--- src/sv/uart_ring_buffer_pair_defines.svh ---
// Assertion macros for the UART ring buffer pair.
`ifndef UART_RING_BUFFER_PAIR_DEFINES_SVH
`define UART_RING_BUFFER_PAIR_DEFINES_SVH

// Same-cycle implication, disabled during reset.
`define URBP_ASSERT_NOW(lbl, ante, cons) \
  lbl: assert property (@(posedge clk) disable iff (!rst_n) (ante) |-> (cons)) \
    else $error("urbp assertion failed");

// Next-cycle implication, disabled during reset.
`define URBP_ASSERT_NEXT(lbl, ante, cons) \
  lbl: assert property (@(posedge clk) disable iff (!rst_n) (ante) |=> (cons)) \
    else $error("urbp assertion failed");

`endif

--- src/sv/urbp_pkg.sv ---
// Package for the UART ring buffer pair: sizes, function codes and transfer types.
package urbp_pkg;

  localparam int TX_DEPTH = 256;
  localparam int RX_DEPTH = 256;

  localparam int TX_PTR_W  = $clog2(TX_DEPTH);
  localparam int RX_PTR_W  = $clog2(RX_DEPTH);
  localparam int TX_CNT_W  = TX_PTR_W + 1;
  localparam int MSG_LEN_W = 10;
  localparam int TX_CMP_W  = (TX_CNT_W > MSG_LEN_W) ? TX_CNT_W : MSG_LEN_W;

  localparam logic [1:0] FUNC_LINE_RX  = 2'd0;
  localparam logic [1:0] FUNC_APP_READ = 2'd1;
  localparam logic [1:0] FUNC_APP_SEND = 2'd2;
  localparam logic [1:0] FUNC_TX_READY = 2'd3;

  typedef struct packed {
    logic [1:0]           func;
    logic [7:0]           data_in;
    logic                 rx_error;
    logic [MSG_LEN_W-1:0] msg_len;
    logic                 msg_first;
  } in_item_t;

  typedef struct packed {
    logic       read_valid;
    logic [7:0] read_byte;
    logic       line_valid;
    logic [7:0] line_byte;
    logic       send_accepted;
    logic       rx_dropped;
    logic       tx_active;
    logic       sending;
  } out_item_t;

endpackage

--- src/sv/uart_ring_buffer_pair.sv ---
// UART receive and transmit ring buffers with application and line side operations.
//
// One item per cycle sustained while out_stall is low: ring pointers, the
// transmit enable and the message flag are updated when an item is accepted,
// and the single read port of each byte store registers its data together
// with the holding stage ahead of the output register. Each ring holds at
// most depth minus one bytes. Stores are not cleared after reset.

`include "uart_ring_buffer_pair_defines.svh"

module uart_ring_buffer_pair
  import urbp_pkg::*;
(
  input  logic      clk,
  input  logic      rst_n,
  input  logic      in_valid,
  output logic      in_stall,
  input  in_item_t  in_item,
  output logic      out_valid,
  input  logic      out_stall,
  output out_item_t out_item
);

  localparam logic [TX_PTR_W-1:0] TX_LAST = TX_PTR_W'(TX_DEPTH - 1);
  localparam logic [RX_PTR_W-1:0] RX_LAST = RX_PTR_W'(RX_DEPTH - 1);
  localparam logic [TX_CNT_W-1:0] TX_CAP  = TX_CNT_W'(TX_DEPTH - 1);
  localparam logic [TX_CNT_W-1:0] TX_SPAN = TX_CNT_W'(TX_DEPTH);

  logic [7:0] tx_mem [TX_DEPTH];
  logic [7:0] rx_mem [RX_DEPTH];
  logic [7:0] tx_rdata_r;
  logic [7:0] rx_rdata_r;

  logic [TX_PTR_W-1:0] tx_wp_r, tx_wp_nxt, tx_rp_r, tx_rp_nxt, tx_wp_inc, tx_rp_inc;
  logic [RX_PTR_W-1:0] rx_wp_r, rx_wp_nxt, rx_rp_r, rx_rp_nxt, rx_wp_inc, rx_rp_inc;
  logic                tx_en_r, tx_en_nxt;
  logic                msg_ok_r, msg_ok_nxt;

  logic                s1_valid_r, s1_valid_nxt;
  out_item_t           s1_item_r, s1_item_nxt;
  logic                s1_rx_rd_r, s1_tx_rd_r;
  out_item_t           s1_merged;
  logic                out_valid_r, out_valid_nxt;
  out_item_t           out_item_r;

  logic                in_acc, s1_adv;
  logic                tx_we, tx_re, rx_we, rx_re;
  logic [TX_CNT_W-1:0] tx_used, tx_free;
  logic [TX_CMP_W-1:0] tx_free_ext, len_ext;
  logic                send_ok;

  assign s1_adv    = s1_valid_r && (!out_valid_r || !out_stall);
  assign in_stall  = s1_valid_r && !s1_adv;
  assign in_acc    = in_valid && !in_stall;
  assign out_valid = out_valid_r;
  assign out_item  = out_item_r;

  assign tx_wp_inc = (tx_wp_r == TX_LAST) ? '0 : tx_wp_r + 1'b1;
  assign tx_rp_inc = (tx_rp_r == TX_LAST) ? '0 : tx_rp_r + 1'b1;
  assign rx_wp_inc = (rx_wp_r == RX_LAST) ? '0 : rx_wp_r + 1'b1;
  assign rx_rp_inc = (rx_rp_r == RX_LAST) ? '0 : rx_rp_r + 1'b1;

  assign tx_used = (tx_wp_r >= tx_rp_r)
                 ? {1'b0, tx_wp_r} - {1'b0, tx_rp_r}
                 : {1'b0, tx_wp_r} + TX_SPAN - {1'b0, tx_rp_r};
  assign tx_free     = TX_CAP - tx_used;
  assign tx_free_ext = TX_CMP_W'(tx_free);
  assign len_ext     = TX_CMP_W'(in_item.msg_len);

  always_comb begin
    tx_wp_nxt   = tx_wp_r;
    tx_rp_nxt   = tx_rp_r;
    rx_wp_nxt   = rx_wp_r;
    rx_rp_nxt   = rx_rp_r;
    tx_en_nxt   = tx_en_r;
    msg_ok_nxt  = msg_ok_r;
    tx_we       = 1'b0;
    tx_re       = 1'b0;
    rx_we       = 1'b0;
    rx_re       = 1'b0;
    send_ok     = 1'b0;
    s1_item_nxt = '0;
    if (in_acc) begin
      unique case (in_item.func)
        FUNC_LINE_RX: begin
          if (in_item.rx_error || rx_wp_inc == rx_rp_r) begin
            s1_item_nxt.rx_dropped = 1'b1;
          end else begin
            rx_we     = 1'b1;
            rx_wp_nxt = rx_wp_inc;
          end
        end
        FUNC_APP_READ: begin
          if (rx_rp_r != rx_wp_r) begin
            rx_re                  = 1'b1;
            rx_rp_nxt              = rx_rp_inc;
            s1_item_nxt.read_valid = 1'b1;
          end
        end
        FUNC_APP_SEND: begin
          send_ok = in_item.msg_first
                  ? ((in_item.msg_len != '0) && (len_ext <= tx_free_ext))
                  : msg_ok_r;
          msg_ok_nxt = send_ok;
          if (send_ok && tx_wp_inc != tx_rp_r) begin
            tx_we                     = 1'b1;
            tx_wp_nxt                 = tx_wp_inc;
            tx_en_nxt                 = 1'b1;
            s1_item_nxt.send_accepted = 1'b1;
          end
        end
        FUNC_TX_READY: begin
          if (tx_rp_r != tx_wp_r) begin
            tx_re                  = 1'b1;
            tx_rp_nxt              = tx_rp_inc;
            s1_item_nxt.line_valid = 1'b1;
          end else begin
            tx_en_nxt = 1'b0;
          end
        end
      endcase
    end
    s1_item_nxt.tx_active = tx_en_nxt;
    s1_item_nxt.sending   = (tx_rp_nxt != tx_wp_nxt) || tx_en_nxt;
  end

  always_comb begin
    s1_valid_nxt  = in_acc || (s1_valid_r && !s1_adv);
    out_valid_nxt = s1_adv || (out_valid_r && out_stall);
  end

  // Byte stores: write at the slot being filled, read data registered.
  always_ff @(posedge clk) begin
    if (tx_we) begin
      tx_mem[tx_wp_r] <= in_item.data_in;
    end
    if (tx_re) begin
      tx_rdata_r <= tx_mem[tx_rp_r];
    end
  end

  always_ff @(posedge clk) begin
    if (rx_we) begin
      rx_mem[rx_wp_r] <= in_item.data_in;
    end
    if (rx_re) begin
      rx_rdata_r <= rx_mem[rx_rp_r];
    end
  end

  always_ff @(posedge clk) begin
    if (!rst_n) begin
      tx_wp_r     <= '0;
      tx_rp_r     <= '0;
      rx_wp_r     <= '0;
      rx_rp_r     <= '0;
      tx_en_r     <= 1'b0;
      msg_ok_r    <= 1'b0;
      s1_valid_r  <= 1'b0;
      out_valid_r <= 1'b0;
    end else begin
      tx_wp_r     <= tx_wp_nxt;
      tx_rp_r     <= tx_rp_nxt;
      rx_wp_r     <= rx_wp_nxt;
      rx_rp_r     <= rx_rp_nxt;
      tx_en_r     <= tx_en_nxt;
      msg_ok_r    <= msg_ok_nxt;
      s1_valid_r  <= s1_valid_nxt;
      out_valid_r <= out_valid_nxt;
    end
  end

  always_ff @(posedge clk) begin
    if (in_acc) begin
      s1_item_r  <= s1_item_nxt;
      s1_rx_rd_r <= rx_re;
      s1_tx_rd_r <= tx_re;
    end
  end

  // Merge store read data into the result on its way to the output register.
  always_comb begin
    s1_merged           = s1_item_r;
    s1_merged.read_byte = s1_rx_rd_r ? rx_rdata_r : 8'd0;
    s1_merged.line_byte = s1_tx_rd_r ? tx_rdata_r : 8'd0;
  end

  always_ff @(posedge clk) begin
    if (s1_adv) begin
      out_item_r <= s1_merged;
    end
  end

  `URBP_ASSERT_NOW(a_stall_only_when_held, in_stall, s1_valid_r && out_valid_r && out_stall)
  `URBP_ASSERT_NEXT(a_rx_write_fills, rx_we, rx_wp_r != rx_rp_r)
  `URBP_ASSERT_NEXT(a_send_enables_tx, in_acc && s1_item_nxt.send_accepted, tx_en_r)
  `URBP_ASSERT_NOW(a_read_flags_match, s1_valid_r, s1_rx_rd_r == s1_item_r.read_valid)

endmodule
--- config.mk ---
export PLATFORM = sky130hd
export DESIGN_NAME = uart_ring_buffer_pair
export DESIGN_NICKNAME = d
export VERILOG_FILES = /design/src/sv/urbp_pkg.sv /design/src/sv/uart_ring_buffer_pair.sv
export VERILOG_INCLUDE_DIRS = /design/src /design/src/sv
export SDC_FILE = /design/constraint.sdc
export NUM_CORES = 2
export LEC_CHECK = 0
export BUFFER_PORTS_ARGS = -buffer_cell sky130_fd_sc_hd__clkbuf_2
export CORE_MARGIN = 5
export CORE_UTILIZATION = 60
export CTS_BUF_LIST = sky130_fd_sc_hd__clkbuf_16
export DETAILED_ROUTE_END_ITERATION = 16
export PLACE_DENSITY = 0.75
export SYNTH_ARGS = -nofsm -noshare
export SYNTH_HDL_FRONTEND = slang
export SYNTH_SLANG_ARGS = --single-unit
--- constraint.sdc ---
create_clock -name clk -period 8.3 [get_ports clk]
set_input_delay 2.49 -clock clk [delete_from_list [all_inputs] [get_ports clk]]
set_output_delay 2.49 -clock clk [all_outputs]
set_load 0.005 [all_outputs]
==> flow_summary_export.csv, run 1 <==
group,metric,value,unit
yosys,syn_avg_cell_area,23.3,µm²
clocking,cts_resized,0,
clocking,post_cts_buffers,0,
yosys,synthDistinctLibCells,69,
yosys,yosys_warnings,0,
clocking,cts_sinks,4178,
yosys,async_reset_ff_share,0,%
clocking,postCtsHoldBufs,0,
yosys,synthFlopType,"edfxtp_1",
floorplan,start_util,60.1,%
yosys,yosysSeqAreaShare,77.0,%
outcome,lastStage,"5_2_route",
clocking,ctsLongestPathBuffers,4,
yosys,synth_nets,7044,
yosys,syn_area,163000,µm²
place,post-dp-hpwl,223,mm
place,numPortBuffers,49,
clocking,cts_buffers,398,
grt,grt_pass1_wl,586,mm
grt,grt_overflow_total,0,
grt,grt_max_degree,231,
yosys,synth_edf_count,4142,
grt,track_usage,29.2,%
outcome,error,"Error: net537 4 pin not visited #guides = 215",
floorplan,io_pins,50,
clocking,htree_levels,5,
outcome,status,"did not finish",
place,finalWeightedCongestion,0.887,
yosys,synth-seq-cells,4178,
yosys,syn_inst,6990,
clocking,cts_root_buf,"clkbuf_16",
floorplan,die_h,531,µm
grt,antenna_found_initial,19,
floorplan,die_x,531,µm
floorplan,rows,191,
grt,first_global_vias,78608,
-- cells in the mapped netlist (all sizes together) (3+ instances only) --
cell     count  area [µm²]
nor3        32         160
xnor2       29         254
or3b         3        26.3
nand2b       6        37.5
nand3b       6        45.0
nor4         5        46.3
a21o         3        22.5
o31ai        3        22.5
clkbuf     218         818
edfxtp    4142      124000
xor2        11        96.3
nor3b        4        30.0
and2        33         206
nor2b       24         150
ha          27         338
mux4      1346       30300
buf        191        1030
or3          6        37.5
a21boi      10        75.1
nand2      121         457
o21a         5        37.5
a21oi       17        85.1
o41ai        3        33.8
nand3       30         150
nand4       15        93.8
a211oi       4        30.0
and3        26         168
o21ai       19        95.1
dfxtp       36         721
and3b        4        35.0
inv         25        93.8
a31oi       19         119
o2111ai      3        26.3
and4         4        35.0
nand4b       3        26.3
nor2       525        1970
or2          3        18.8
-- cell families after synthesis --
kind of cell | synth area share [%]
adders and majority gates | 0.220
buffers and inverters | 1.19
muxes | 18.7
DFF | 77.0
xor gates and xnor gates | 0.229
AOI/OAI and AO/OA | 0.447
and+or+nand+nor | 2.29
-- through the flow --
stage	cell area [µm²]	worst slack [ns]	util (%)	instances	hold slack, ns
CTS	181000	1.00	66.8	11051	0.422
detailed placement	167000	1.05	61.7	10315	0.407
global route	181000	0.396	66.8	11053	0.441
floorplan	163000	2.26	-	6990	0.400
global placement	167000	1.24	61.7	10315	0.406
-- routing by layer --
| layer | global-route usage [%] |
|---|---|
| met5 | 0 |
| met4 | 10.7 |
| met3 | 5.64 |
| met2 | 46.2 |
| met1 | 41.6 |
==> run 2: changes to the inputs <==
--- a/config.mk
+++ b/config.mk
@@ -8,10 +8,9 @@
 export LEC_CHECK = 0
 export BUFFER_PORTS_ARGS = -buffer_cell sky130_fd_sc_hd__clkbuf_2
 export CORE_MARGIN = 5
-export CORE_UTILIZATION = 60
-export CTS_BUF_LIST = sky130_fd_sc_hd__clkbuf_16
+export CORE_UTILIZATION = 40
 export DETAILED_ROUTE_END_ITERATION = 16
-export PLACE_DENSITY = 0.75
+export PLACE_DENSITY_LB_ADDON = 0.15
 export SYNTH_ARGS = -nofsm -noshare
 export SYNTH_HDL_FRONTEND = slang
 export SYNTH_SLANG_ARGS = --single-unit
==> run 2 against run 1 <==
Net effect: the flow now finishes without violations; global-route usage decreased by 9.3 points; synthesized cell count unchanged; synthesized area unchanged.
==> flow_summary_export.csv, run 2 <==
group,metric,value,unit
yosys,synth_top_family_by_area,"multiplexers",
yosys,synth_top_area_share,76.5,%
clocking,cts_resized,0,
yosys,synthFlopType,"edfxtp_1",
layout,mostFrequentLayoutCells,"4142 x edfxtp_1, 1346 x mux4_2, 524 x nor2_1",
setup_path,path_class,"register to register",
layout,drive_gt1_share,29.4,%
sta,max_freq,137,MHz
setup_path,cp.depth,21,
yosys,syn_inst,6990,
floorplan,die_x,647,µm
min_path,hold_class,"register to register",
setup_path,path_max_fanout,32,
flow_run,maxCapViolations,0,
yosys,synthDistinctLibCells,69,
yosys,synth_compound_area_share,0.447,%
floorplan,start_util,40.1,%
sta,final_max_slew_viol_count,0,
setup_path,arrival,7.84,ns
yosys,synthTopCellsByArea,"edfxtp_1 77%, mux4_2 19%, nor2_1 1.2%",
grt,track_usage,19.9,%
yosys,ys_top_cells_by_count,"4142 x edfxtp_1, 1346 x mux4_2, 525 x nor2_1, 218 x clkbuf_1, 120 x nand2_1",
place,dpl_cell_area,169000,µm²
yosys,yosysSeqAreaShare,77.0,%
grt,grt_overflow_total,0,
clocking,ctsLongestPathBuffers,4,
layout,area_growth_syn_to_layout,12.9,%
sta,setup_tns,0,ns
setup_path,crit_required,8.87,ns
sta,period_minus_slack,7.27,ns
setup_path,critPathTopFamily,"simple AND/OR/NAND/NOR gates",
yosys,synth_nets,7044,
sta,worst_slack,1.03,ns
layout,final_cell_area,184000,µm²
routing,drtAntennaViolNets,0,
sta,hold_slack,0.434,ns
sta,setup_viol,0,
floorplan,io_pins,50,
clocking,htree_levels,5,
power_and_ir_drop,power_frac_comb,1.4,%
routing,wire_per_inst,32.4,µm
clocking,cts_root_buf,"clkbuf_16",
power_and_ir_drop,p_sw,8.67,mW
setup_path,crit_path_end,"tx_mem[61][4]",
setup_path,rr_startpoint,"tx_rp_r[0]",
clocking,cts_tree,"yes",
setup_path,cp-end-kind,"register",
yosys,syn_area,163000,µm²
floorplan,core,406000,µm²
grt,antenna_found_initial,31,
power_and_ir_drop,clkPwrFrac,44.9,%
setup_path,cp_num_buf_inv,2,
sta,fin_skew,0.0661,ns
yosys,synth-xor-area-share,0.229,%
setup_path,path_cells,"ha_1 -> inv_1 -> fa_1 -> a21o_1 -> a21oi_1 -> nand2b_1 -> a21boi_0 -> o21ai_0 -> mux2_2 -> a22oi_1 -> or3_1 -> ha_1 -> a211oi_1 -> nor4b_1 -> o311a_1 -> o32a_1 -> nand2_2 -> nor3_1 -> buf_4 -> nand2_1 -> nor2_1",
grt,first_global_vias,75902,
clocking,postCtsHoldBufs,0,
clocking,cts_sinks,4178,
layout,post-route-util,45.3,%
place,post-dp-hpwl,253,mm
power_and_ir_drop,power_switching_share,20.1,%
sta,final.period_utilization,87.6,%
clocking,path_clk_slew,0.07,ns
routing,num_vias,74528,
layout,layout_commonest_cell,"edfxtp_1",
routing,vias_per_cell,5.73,
place,numPortBuffers,49,
power_and_ir_drop,internal_power,34.5,mW
setup_path,slowest_delay,0.83,ns
setup_path,crit_top_cell,"ha_1",
sta,maxSlewHeadroom,8.28,%
power_and_ir_drop,seqPwrFrac,53.7,%
yosys,synth_mux_area_share,18.7,%
setup_path,r2r_cells,21,
outcome,status,"completed",
setup_path,reg2reg_slack,1.03,ns
setup_path,r2r_end,"tx_mem[61][4]",
yosys,yosysMostFrequentCell,"edfxtp_1",
floorplan,rows,234,
power_and_ir_drop,peakVddDrop,0.000165,V
clocking,cts_buffers,434,
yosys,synth_fa_ha_area_share,0.220,%
setup_path,crit_start,"tx_rp_r[0]",
floorplan,die_h,647,µm
sta,grt_setup_unrepaired,"no",
grt,grt_max_degree,173,
power_and_ir_drop,p_leak,53.9,nW
sta,hold_viol,0,
yosys,synth-seq-cells,4178,
place,dp_slack,1.07,ns
yosys,async_reset_ff_share,0,%
yosys,yosysTopAreaCell,"edfxtp_1",
yosys,yosys_warnings,0,
sta,tightest_slew,1.38,ns
clocking,clk_latency,0.96,ns
power_and_ir_drop,pwr_density_cell,235,nW/µm²
routing,drtIter0Drc,8465,
yosys,synth-simple-area-share,2.29,%
layout,fin_nets,7249,
floorplan,die-area,419000,µm²
clocking,post_cts_buffers,0,
routing,drc,0,
grt,grt_pass1_wl,600,mm
yosys,synth_edf_count,4142,
routing,drt_first_pass_iters,5,
setup_path,worstSetupStartpointType,"register",
setup_path,crit_slowest_cell,"nor2_1",
place,finalWeightedCongestion,0.818,
yosys,syn_avg_cell_area,23.3,µm²
routing,drt_wl_total,421,mm
==> run 2: cell counts after synthesis <==
No cell type changed its count.
==> run 2: how the worst min path moves through the flow <==
stage / startpoint / to / cells past startpoint / slack, ns
2_1_floorplan: s1_item_r[0] / out_item[0] / 0 / 0.40
3_3_place_gp: s1_item_r[12] / out_item[12] / 0 / 0.41
3_5_place_dp: s1_item_r[12] / out_item[12] / 0 / 0.42
4_1_cts: s1_item_r[12] / out_item[12] / 0 / 0.43
5_1_grt: s1_item_r[1] / out_item[1] / 0 / 0.45
6_report: s1_item_r[12] / out_item[12] / 0 / 0.43
==> run 2: final cells by class <==
cell class | count | area (µm²)
multi-input combinational | 2378 | 35700
sequential | 4178 | 125000
antenna | 25 | 62.6
clock buffer | 515 | 11300
tap | 5428 | 6790
clock inverter | 284 | 2850
fill | 33361 | 222000
timing repair buffer | 178 | 1610
inverter | 25 | 103
==> run 2: cells by family after synthesis <==
family,Yosys count
and+or+nand+nor,854
xor gates and xnor gates,41
DFF,4178
buffers and inverters,434
adders and majority gates,28
muxes,1348
AOI/OAI and AO/OA,107
==> run 2: metrics by stage <==
| stage | power [mW] | instances |
|---|---|---|
| 6_report | 43.2 | 13011 |
| 5_1_grt | 44.5 | 13005 |
| 4_1_cts | 43.6 | 12986 |
| 2_1_floorplan | 23.8 | 6990 |
| 3_5_place_dp | 24.3 | 12187 |
| 3_3_place_gp | 24.3 | 12186 |
==> run 2: routing by layer <==
layer  track usage (%)  routed length (µm)
met1              29.3              182000
met3              3.13               27800
met4              5.13               11700
met5                 0                  16
met2              31.2              200000
==> run 2: power groups by stage <==
stage / Clock, mW / Combinational [mW] / Sequential [mW]
finish: 19.4 / 0.608 / 23.2
global route: 20.7 / 0.651 / 23.2
CTS: 19.8 / 0.634 / 23.2
detailed placement: 0 / 0.636 / 23.6
global placement: 0 / 0.615 / 23.6
floorplan: 0 / 0.117 / 23.6
Power figures use the tool's default switching activity.
